===== src/hw/rtl/err_pkg.sv =====
// Shared types, constants and register codes for the expanding ring ramp effect.
package err_pkg;

    localparam int COORD_W = 16;
    localparam int SPEED_W = 24;
    localparam int RADIUS_W = 32;
    localparam int LEVEL_W = 16;
    localparam int ACTION_W = 2;
    localparam int CFG_IDX_W = 3;
    localparam int CFG_DATA_W = 24;

    localparam logic [ACTION_W-1:0] ACT_START = 2'd0;
    localparam logic [ACTION_W-1:0] ACT_TICK  = 2'd1;
    localparam logic [ACTION_W-1:0] ACT_QUERY = 2'd2;
    localparam logic [ACTION_W-1:0] ACT_POLL  = 2'd3;

    localparam logic [CFG_IDX_W-1:0] REG_CENTER_X     = 3'd0;
    localparam logic [CFG_IDX_W-1:0] REG_CENTER_Y     = 3'd1;
    localparam logic [CFG_IDX_W-1:0] REG_RAMP_WIDTH   = 3'd2;
    localparam logic [CFG_IDX_W-1:0] REG_TOTAL_STEPS  = 3'd3;
    localparam logic [CFG_IDX_W-1:0] REG_PHASE0_STEPS = 3'd4;
    localparam logic [CFG_IDX_W-1:0] REG_ACCEL_FIRST  = 3'd5;
    localparam logic [CFG_IDX_W-1:0] REG_ACCEL_SECOND = 3'd6;
    localparam logic [CFG_IDX_W-1:0] REG_RADIAL_SPEED = 3'd7;

    localparam logic [1:0] PH_ACCEL0 = 2'd0;
    localparam logic [1:0] PH_ACCEL1 = 2'd1;
    localparam logic [1:0] PH_CRUISE = 2'd2;

    // Datapath operations issued by the controller.
    localparam logic [3:0] OP_NONE     = 4'd0;
    localparam logic [3:0] OP_START    = 4'd1;
    localparam logic [3:0] OP_TICK_N   = 4'd2;
    localparam logic [3:0] OP_MUL_A    = 4'd3;
    localparam logic [3:0] OP_MUL_B    = 4'd4;
    localparam logic [3:0] OP_MUL_C    = 4'd5;
    localparam logic [3:0] OP_TICK_END = 4'd6;
    localparam logic [3:0] OP_Q_DIFF   = 4'd7;
    localparam logic [3:0] OP_Q_SQ     = 4'd8;
    localparam logic [3:0] OP_Q_SQRT   = 4'd9;
    localparam logic [3:0] OP_Q_CMP    = 4'd10;
    localparam logic [3:0] OP_Q_DIV    = 4'd11;
    localparam logic [3:0] OP_POLL     = 4'd12;
    localparam logic [3:0] OP_Q_MUL2   = 4'd13;

    typedef struct packed {
        logic [3:0] op;
    } err_cmd_t;

    typedef struct packed {
        logic       active;
        logic [1:0] phase;
        logic       iter_done;
        logic       q_early;
    } err_status_t;

endpackage


===== src/hw/rtl/err_ctrl.sv =====
// Controller state machine sequencing each word through the datapath.
module err_ctrl (
    input  logic                          clk,
    input  logic                          rst_n,
    input  logic                          in_valid,
    output logic                          in_ready,
    input  logic [err_pkg::ACTION_W-1:0]  action,
    output logic                          out_valid,
    input  logic                          out_ready,
    output logic                          load,
    output err_pkg::err_cmd_t             cmd,
    input  err_pkg::err_status_t          status
);

    localparam logic [3:0] S_IDLE  = 4'd0;
    localparam logic [3:0] S_MA    = 4'd2;
    localparam logic [3:0] S_MB    = 4'd3;
    localparam logic [3:0] S_MC    = 4'd4;
    localparam logic [3:0] S_TE    = 4'd5;
    localparam logic [3:0] S_QSQ   = 4'd6;
    localparam logic [3:0] S_QM2   = 4'd7;
    localparam logic [3:0] S_QRT   = 4'd8;
    localparam logic [3:0] S_QCMP  = 4'd9;
    localparam logic [3:0] S_QDIV  = 4'd10;
    localparam logic [3:0] S_OUT   = 4'd11;

    logic [3:0] state_reg, state_next;
    logic       out_valid_reg, out_valid_next;

    assign in_ready = (state_reg == S_IDLE) && !out_valid_reg;
    assign out_valid = out_valid_reg;
    assign load = in_valid && in_ready;

    always_comb
    begin
        state_next = state_reg;
        out_valid_next = out_valid_reg;
        cmd.op = err_pkg::OP_NONE;
        if (out_valid_reg && out_ready)
            out_valid_next = 1'b0;
        case (state_reg)
            S_IDLE:
                if (load)
                begin
                    case (action)
                        err_pkg::ACT_START:
                        begin
                            cmd.op = err_pkg::OP_START;
                            state_next = S_OUT;
                        end
                        err_pkg::ACT_TICK:
                            if (status.active)
                            begin
                                cmd.op = err_pkg::OP_TICK_N;
                                state_next = S_MA;
                            end
                            else
                                state_next = S_OUT;
                        err_pkg::ACT_QUERY:
                        begin
                            cmd.op = err_pkg::OP_Q_DIFF;
                            state_next = S_QSQ;
                        end
                        default:
                        begin
                            cmd.op = err_pkg::OP_POLL;
                            state_next = S_OUT;
                        end
                    endcase
                end
            S_MA:
            begin
                cmd.op = (status.phase == err_pkg::PH_CRUISE) ? err_pkg::OP_NONE
                                                             : err_pkg::OP_MUL_A;
                state_next = S_MB;
            end
            S_MB:
            begin
                cmd.op = err_pkg::OP_MUL_B;
                state_next = S_MC;
            end
            S_MC:
            begin
                cmd.op = err_pkg::OP_MUL_C;
                state_next = S_TE;
            end
            S_TE:
            begin
                cmd.op = err_pkg::OP_TICK_END;
                state_next = S_OUT;
            end
            S_QSQ:
            begin
                cmd.op = err_pkg::OP_Q_SQ;
                state_next = S_QM2;
            end
            S_QM2:
            begin
                cmd.op = err_pkg::OP_Q_MUL2;
                state_next = S_QRT;
            end
            S_QRT:
            begin
                cmd.op = err_pkg::OP_Q_SQRT;
                if (status.iter_done)
                    state_next = S_QCMP;
            end
            S_QCMP:
            begin
                cmd.op = err_pkg::OP_Q_CMP;
                state_next = S_QDIV;
            end
            S_QDIV:
                if (status.q_early)
                    state_next = S_OUT;
                else
                begin
                    cmd.op = err_pkg::OP_Q_DIV;
                    if (status.iter_done)
                        state_next = S_OUT;
                end
            S_OUT:
            begin
                out_valid_next = 1'b1;
                state_next = S_IDLE;
            end
            default: state_next = S_IDLE;
        endcase
    end

    always_ff @(posedge clk or negedge rst_n)
    begin
        if (!rst_n)
        begin
            state_reg <= S_IDLE;
            out_valid_reg <= 1'b0;
        end
        else
        begin
            state_reg <= state_next;
            out_valid_reg <= out_valid_next;
        end
    end

endmodule


===== config.mk =====
export PLATFORM = sky130hd
export DESIGN_NAME = err_ctrl
export DESIGN_NICKNAME = d
export VERILOG_FILES = /design/src/hw/rtl/err_pkg.sv /design/src/hw/rtl/err_ctrl.sv
export SDC_FILE = /design/constraint.sdc
export NUM_CORES = 1
export LEC_CHECK = 0
export ABC_AREA = 0
export BUFFER_PORTS_ARGS = -buffer_cell sky130_fd_sc_hd__buf_2
export CAP_MARGIN = 20
export CORE_AREA = 5 5 42 44
export DETAILED_ROUTE_END_ITERATION = 7
export DIE_AREA = 0 0 47 49
export PLACE_DENSITY_LB_ADDON = 0.3
export SYNTH_ARGS = -nofsm -noshare
export SYNTH_HDL_FRONTEND = slang
export SYNTH_SLANG_ARGS = --single-unit

===== constraint.sdc =====
create_clock -name clk -period 1.29 [get_ports clk]
set_input_delay 0.1935 -clock clk [delete_from_list [all_inputs] [get_ports clk]]
set_output_delay 0.1935 -clock clk [all_outputs]
set_load 0.02 [all_outputs]

After elaboration in Yosys (flattened, before gate mapping)

Index checks and enable logic that the tools add are counted.

Register bits: 5
Output and inout bits: 7
Word-level logic and storage cells: 41

Equal/unequal tests: 16
Multiplexer cells: 15
Reductions and logical operators: 8

Operators by type and width:

| operator           | number |
|---|---|
| $pmux 4 s10        | 2 |
| $mux 4             | 7 |
| $eq 4x3->1 const B | 4 |
| $eq 4x4->1 const B | 4 |
| $pmux 4 s3         | 1 |
| $eq 4x2->1 const B | 2 |
| $pmux 4 s2         | 1 |
| $eq 2x2->1 const B | 2 |
| $logic_not 4->1    | 1 |
| $mux 2             | 2 |
| $ne 2x2->1 const B | 2 |
| $logic_and 1x1->1  | 3 |
| $ne 3x3->1 const B | 1 |
| $reduce_and 3->1   | 1 |
| $eq 2x1->1 const B | 1 |
| $logic_not 2->1    | 1 |
| $mux 1             | 2 |
| $reduce_bool 2->1  | 1 |
| $logic_not 1->1    | 1 |

Longest topological paths before layout

Gate-level depths: netlist of run 1.

Word-level depth: 5
Depth in mapped cells: 4
Mapped depth without buffers: 3

Least setup slack after synthesis of run 1

Ideal clock, no wire load.

Kind: reg2out
Start point: reg out_valid_reg, in the netlist out_valid
End point: out cmd[0] (netlist bit)
Arrival: 1.337 ns
Path slack: -0.240 ns
Cell stages (with the launch flop): 4
Path buffers: 0
Cells stage by stage: dfrtp_1 -> nor4b_4 -> nand2_1 -> o2111ai_1

RTL lines:

| element                | RTL line        | text |
|---|---|---|
| start, declared        | err_ctrl.sv:28  | `logic out_valid_reg, out_valid_next;` |
| start signal, assigned | err_ctrl.sv:141 | `out_valid_reg <= out_valid_next;` |
| end, declared          | err_ctrl.sv:11  | `output err_pkg::err_cmd_t cmd,` |

==> results of run 1 <==
-- final cells by class --
cell class,count,share of cell area
multi-input cells,47,0.456
repair buffers,32,0.311
flip-flops and latches,5,0.164
clock buffers,4,0.0338
well taps,16,0.0258
inverters,2,0.00966
-- per-layer routing --
metal  global-route usage  up-vias  share of wire
met5                    0        -              0
met4               0.0415        0              0
met3                    0        0          0.044
met2                0.186       10           0.50
met1                0.152      247           0.46
li1                     -      274              -
-- per-stage QoR --
step | cells | setup TNS, ps
CTS | 106 | -2110
global route | 106 | -2450
finish | 106 | -1950
global placement | 96 | -493
detailed placement | 96 | -597
floorplan | 58 | -381
-- logic make-up (layout without fill, tap and decap cells) --
kind of cell / Yosys count / in the layout
AOI/OAI and AO/OA: 16 / 16
xor gates and xnor gates: 1 / 1
buffers and inverters: 6 / 38
DFF: 5 / 5
and+or+nand+nor: 30 / 30
-- report_power, final --
part | internal [mW] | switching (mW) | total [mW]
combinational | 0.880 | 0.851 | 1.73
clock | 0.117 | 0.0594 | 0.176
sequential | 0.247 | 0.112 | 0.359
total | 1.24 | 1.02 | 2.27
-- synthesized netlist by cell type --
cell type | count | share of area
sky130_fd_sc_hd__a31oi_1 | 2 | 0.026
sky130_fd_sc_hd__buf_6 | 3 | 0.070
sky130_fd_sc_hd__a22oi_1 | 2 | 0.031
sky130_fd_sc_hd__a221oi_2 | 1 | 0.031
sky130_fd_sc_hd__a21oi_1 | 2 | 0.021
sky130_fd_sc_hd__a32o_2 | 1 | 0.023
sky130_fd_sc_hd__and2_1 | 1 | 0.013
sky130_fd_sc_hd__nand2_1 | 9 | 0.070
sky130_fd_sc_hd__nor2b_1 | 4 | 0.052
sky130_fd_sc_hd__o2111ai_1 | 1 | 0.018
sky130_fd_sc_hd__a21o_2 | 1 | 0.018
sky130_fd_sc_hd__nand3b_1 | 3 | 0.047
sky130_fd_sc_hd__buf_4 | 1 | 0.016
sky130_fd_sc_hd__or2b_1 | 1 | 0.016
sky130_fd_sc_hd__inv_1 | 2 | 0.016
sky130_fd_sc_hd__nand3_1 | 2 | 0.021
sky130_fd_sc_hd__o211ai_1 | 1 | 0.016
sky130_fd_sc_hd__o21ba_1 | 1 | 0.021
sky130_fd_sc_hd__nor4b_4 | 1 | 0.049
sky130_fd_sc_hd__a21o_1 | 1 | 0.016
sky130_fd_sc_hd__dfrtp_1 | 5 | 0.26
sky130_fd_sc_hd__nor2_2 | 1 | 0.013
sky130_fd_sc_hd__nand4_1 | 1 | 0.013
sky130_fd_sc_hd__nand2b_1 | 2 | 0.026
sky130_fd_sc_hd__xor2_1 | 1 | 0.018
sky130_fd_sc_hd__or3_1 | 1 | 0.013
sky130_fd_sc_hd__nor2_1 | 3 | 0.023
sky130_fd_sc_hd__o21ai_1 | 3 | 0.031
sky130_fd_sc_hd__or3b_1 | 1 | 0.018
-- worst paths after layout --
kind,slack [ps],endpoint,startpoint,cells past startpoint
hold / removal,230,out_valid$_DFFE_PN0P_,out_ready,3
min in group asynchronous,300,state_reg[1]$_DFFE_PN0P_,rst_n,2
hold reg to reg,650,state_reg[2]$_DFFE_PN0P_,out_valid$_DFFE_PN0P_,3
setup / recovery,-390,cmd[0],state_reg[0]$_DFFE_PN0P_,4
max in group asynchronous,860,state_reg[2]$_DFFE_PN0P_,rst_n,2
setup reg to reg,-40,state_reg[0]$_DFFE_PN0P_,state_reg[3]$_DFFE_PN0P_,5
-- worst max-delay path: cells and delay by family (launching register included) --
| family | cells | cell delay, ps |
|---|---|---|
| flip-flops | 1 | 400 |
| AO/OA/AOI/OAI | 1 | 200 |
| buffers and inverters | 1 | 150 |
| AND/OR/NAND/NOR | 2 | 500 |
-- timing repair --
action | 4_1_cts | 5_1_grt
resized for setup | 17 | 4
gates cloned | 0 | 0
setup endpoints to repair | 8 | 8
buffers inserted | 5 | 0
endpoints found under the hold margin | 5 | 0
pin swaps | 3 | 5
hold buffers | 1 | 0
==> impl_results.md, run 1 <==
* Outcome: finished with violations
* Violations in the final reports: negative setup slack
* Flip-flop and latch count after synthesis at 5
* Initial core utilization at 0.346
* Synth Net Count at 69
* Max_slew headroom at 0.796
* Half-perimeter wire length after placement at 978 microns
* Simple logic cell fraction of the synthesized area at 0.372
* Critical Path Slowest Stage Cell: sky130_fd_sc_hd__dfrtp_1
* Worst Path Arrival at 1480 ps
* Detailed-routing iteration count for the pre-antenna-repair pass at 4
* Number of flip-flops under the largest register name at 4
* Setup Slack @ Placement at -166 ps
* Complex-gate fraction of the synthesized area at 0.251
* Boundary Pins at 18
* Maximum number of pins on one net before global-route repair at 13
* Fraction of the yosys area taken by sequential cells at 0.258
* Sequence of cells on the critical path: nor4b_4 > nand2_2 > o2111ai_2 > buf_6
* Port Buffer Count at 17
* Largest driver fanout on the critical path at 4
* Max H-tree Level at 1
* Sinks on Clock Net at 5
* Post-synth cell types at 29
* Setup repair after global routing missed its margin: yes
* Synthesized-area fraction occupied by adder cells at 0
* Detailed-route DRC error count at 0
* Share of the synthesized netlist area taken by xor and xnor gates at 0.0181
* Max IR drop VDD at 1540 uV
* Area taken by flip-flops and latches at 128 sq um
* Root Buffer: sky130_fd_sc_hd__clkbuf_4
* First-pass GRT wire length at 1980 microns
* Clock transition at path regs at 40 ps
* Net count reported at finish at 102
* Number of max-slew violations in the final report at 0
* Kind of critical path: flip-flop to primary output
* Finished Cell Area at 777 sq um
* Die Ht at 49 microns
* Average wire length per cell after detail routing at 12.2 microns
* Mux share of post-synthesis cell area at 0
* Clock skew at 1.28 ps
* Post-layout min period at 1680 ps
* Worst hold slack after final layout at 231 ps
* Number of violations of the max-capacitance limit at 0
* GRT Overall Usage at 0.113
* Fmax at 596 MHz
* Total length of routed wires at 1290 microns
* Number of global-route vias before repair at 503
* Die Outline Area at 0.00230 sq mm
* Dominant combinational cell family by area after synthesis: simple AND/OR/NAND/NOR gates
* Avg Cell Area, Syn at 8.35 sq um
* Data required time at the worst endpoint at 1100 ps
* Final number of setup-violating endpoints at 7
* Pleak at 0.366 nW
* Final core utilization at 0.554
* Number of buffers inserted during clock tree synthesis at 3
* Synthesis Warnings at 0
* Layout overhead on the synthesized area at 60.5%
* GPL Wtd Cong at 0.763
* Vias per Instance at 5.01
* Power per cell area at 2920 mW/mm^2
* Chip Width at 47 microns
* Area of the mapped netlist at 484 sq um
* Overflow left after global routing at 0
* Kind of capture point of the worst setup path: primary output
* Antenna violation net count after detailed routing at 0
* Total number of placement rows at 14
* Commonest cells after routing, fill and taps aside: sky130_fd_sc_hd__buf_4 (13), sky130_fd_sc_hd__buf_2 (11), sky130_fd_sc_hd__nand2_1 (7), sky130_fd_sc_hd__buf_6 (7), sky130_fd_sc_hd__nor2b_1 (4)
* Placeable core region at 0.00140 sq mm
* Slew of the pin with the lowest slew margin at 305 ps
* Pwr Total at 2.27 mW
* Startpoint types: flip-flop
* Count of fill cells added during filler insertion at 137
* Worst-case setup margin in the final layout at -388 ps
* Latest clock arrival within the worst-skew pair at 240 ps
* Placed instance area at 641 sq um
* Most frequent standard cell in the layout excluding fill and tap cells: sky130_fd_sc_hd__buf_4
* Proportion of layout cells with a drive suffix above 1 at 0.544
* Area of the multi-input gates at 354 sq um
* Vias at 531
* Final worst path period share at 1.30
* Antenna violations before repair at 0
* Hold violation count in the final report at 0
* Hold WC Path Type: input port to flip-flop
* DRC violation total after the first TritonRoute iteration at 7
* Antenna diodes at 0
* CP peak stage delay at 400 ps
* Clock Path Buffers at 2
* Cell count after synthesis at 58
* Clock tree from TritonCTS: yes
Power figures use the tool's default switching activity.
==> inputs of run 2 (changes only) <==
--- a/config.mk
+++ b/config.mk
@@ -12,6 +12,7 @@
 export DETAILED_ROUTE_END_ITERATION = 7
 export DIE_AREA = 0 0 47 49
 export PLACE_DENSITY_LB_ADDON = 0.3
+export SETUP_SLACK_MARGIN = 0.15
 export SYNTH_ARGS = -nofsm -noshare
 export SYNTH_HDL_FRONTEND = slang
 export SYNTH_SLANG_ARGS = --single-unit
==> impl_results.md, run 2 (same netlist as run 1, synthesis figures left out) <==
* Outcome: finished with violations
* Violations in the final reports: negative setup slack
* Setup repair after global routing missed its margin: yes
* Final worst path period share at 1.27 (-0.0298)
* Max IR drop VDD at 1630 uV (+5.9%)
* Startpoint types: flip-flop
* Fmax at 610 MHz (+2.3%)
* Commonest cells after routing, fill and taps aside: sky130_fd_sc_hd__buf_4 (12), sky130_fd_sc_hd__buf_6 (12), sky130_fd_sc_hd__buf_2 (10)
* Hold WC Path Type: input port to flip-flop
* Average wire length per cell after detail routing at 12.5 microns (+3.0%)
* Worst Path Arrival at 1450 ps (-30 ps)
* Length in cells of the worst reg-to-reg path at 7 (+2)
* Number of buffers inserted during clock tree synthesis at 3 (unchanged)
* Clock skew at 0.214 ps (-1.07 ps)
* GPL Wtd Cong at 0.728 (-4.5%)
* Die Ht at 49 microns (unchanged)
* Chip Width at 47 microns (unchanged)
* Count of fill cells added during filler insertion at 124 (-9.5%)
* Data required time at the worst endpoint at 1100 ps (about the same)
* Part of the total power dissipated in sequential elements at 0.150 (-0.008)
* Kind of critical path: flip-flop to primary output
* Hold violation count in the final report at 0 (unchanged)
* Clock transition at path regs at 40 ps (about the same)
* Number of global-route vias before repair at 542 (+7.8%)
* Antenna violation net count after detailed routing at 0 (unchanged)
* Sinks on Clock Net at 5 (unchanged)
* Number of flip-flops under the largest register name at 4 (unchanged)
* Total negative setup slack at -1970 ps (-25.4 ps)
* Net count reported at finish at 105 (+2.9%)
* Half-perimeter wire length after placement at 1010 microns (+3.1%)
* Switching power summed over all nets at 1.08 mW (+5.6%)
* Number of violations of the max-capacitance limit at 0 (unchanged)
* Final core utilization at 0.604 (+0.0491)
* Worst-case setup margin in the final layout at -349 ps (+38.4 ps)
* Sw Share at 0.439 (-0.0126)
* Share of power burned in combinational logic at 0.780 (+0.016)
* Post-route non-filler standard cell count at 109 (+2.8%)
* Clock Path Buffers at 2 (unchanged)
* DRC violation total after the first TritonRoute iteration at 6 (-1)
* Total length of routed wires at 1360 microns (+5.9%)
* Proportion of layout cells with a drive suffix above 1 at 0.613 (+0.0685)
* Port Buffer Count at 17 (unchanged)
* Placeable core region at 0.00140 sq mm (unchanged)
* Slew of the pin with the lowest slew margin at 264 ps (-41.3 ps)
* Final number of setup-violating endpoints at 8 (+1)
* Max_slew headroom at 0.824 (+0.0276)
* Detailed-route DRC error count at 0 (unchanged)
* Layout overhead on the synthesized area at 74.7%
* Antenna violations before repair at 0 (unchanged)
* Kind of capture point of the worst setup path: primary output
* Vias at 547 (+3.0%)
* Die Outline Area at 0.00230 sq mm (unchanged)
* Clock tree from TritonCTS: yes
* Power per cell area at 2910 mW/mm^2 (-0.20%)
* Vias per Instance at 5.02 (+0.18%)
* Pwr Total at 2.46 mW (+8.6%)
* Placed instance count at 99 (+3.1%)
* Portion of total power attributed to the clock network at 0.071 (-0.007)
* Root Buffer: sky130_fd_sc_hd__clkbuf_4
* Detailed-routing iteration count for the pre-antenna-repair pass at 4 (unchanged)
* Worst hold slack after final layout at 234 ps (+3.13 ps)
* Maximum number of pins on one net before global-route repair at 13 (unchanged)
* Number of cells on the worst hold path at 3 (unchanged)
* Overflow left after global routing at 0 (unchanged)
* Total number of placement rows at 14 (unchanged)
* Pleak at 0.395 nW (+7.9%)
* Post-layout min period at 1640 ps (-38.4 ps)
* Antenna diodes at 0 (unchanged)
* Latest clock arrival within the worst-skew pair at 230 ps (about the same)
* First-pass GRT wire length at 2060 microns (+4.2%)
* Number of max-slew violations in the final report at 0 (unchanged)
* Max H-tree Level at 1 (unchanged)
* Initial core utilization at 0.346 (unchanged)
* Boundary Pins at 18 (unchanged)
* GRT Overall Usage at 0.118 (+0.00550)
* Internal power component at 1.38 mW (+11%)
* Largest driver fanout on the critical path at 4 (unchanged)
[run 2: through the flow]
stage          area (sq um)  worst slack [ps]
2_1_floorplan           509              -172
3_3_place_gp            663             -89.8
3_5_place_dp            663              -113
4_1_cts                 796              -350
5_1_grt                 846              -436
6_report                846              -349
[run 2: worst max-delay path: stages (launching register included)]
cell,delay [ps]
sky130_fd_sc_hd__dfrtp_1,400
sky130_fd_sc_hd__nor4b_4,340
sky130_fd_sc_hd__nand2_2,120
sky130_fd_sc_hd__o2111ai_2,190
sky130_fd_sc_hd__buf_4,160
[run 2: layout make-up]
| type | instances | area (sq um) | area share |
|---|---|---|---|
| clock buffer | 4 | 26.3 | 0.0311 |
| inverter | 2 | 7.51 | 0.00888 |
| multi-input combinational | 47 | 379 | 0.448 |
| sequential | 5 | 128 | 0.151 |
| tap | 16 | 20.0 | 0.0237 |
| timing repair buffer | 35 | 285 | 0.337 |
[run 2: path summary, 6_finish.rpt]
check                                              start                        to  slack [ps]
worst max-delay path            state_reg[0]$_DFFE_PN0P_                    cmd[0]        -350
worst min-delay path                           out_ready     out_valid$_DFFE_PN0P_         230
worst max register to register  state_reg[3]$_DFFE_PN0P_  state_reg[0]$_DFFE_PN0P_        -250
worst min register to register     out_valid$_DFFE_PN0P_     out_valid$_DFFE_PN0P_         670
max in group asynchronous                          rst_n     out_valid$_DFFE_PN0P_         850
min in group asynchronous                          rst_n  state_reg[3]$_DFFE_PN0P_         300
[run 2: layer usage]
layer / global-route usage / share of wire
met5: 0 / 0
met3: 0.0221 / 0.060
met2: 0.181 / 0.51
met4: 0.0553 / 0
met1: 0.154 / 0.43
[run 2: power groups by stage]
stage	clock network, mW	logic [mW]	registers (mW)
6_report	0.174	1.92	0.369
5_1_grt	0.198	2.05	0.376
3_3_place_gp	0	1.40	0.343
2_1_floorplan	0	1.01	0.343
3_5_place_dp	0	1.41	0.347
4_1_cts	0.182	1.74	0.364
[run 2: what timing repair did]
action,CTS,global route
pin swaps,7,4
resized for setup,21,11
gates cloned,0,0
setup buffers,4,1
hold buffers,1,0
endpoints found under the setup margin,12,11
hold endpoints to repair,5,0
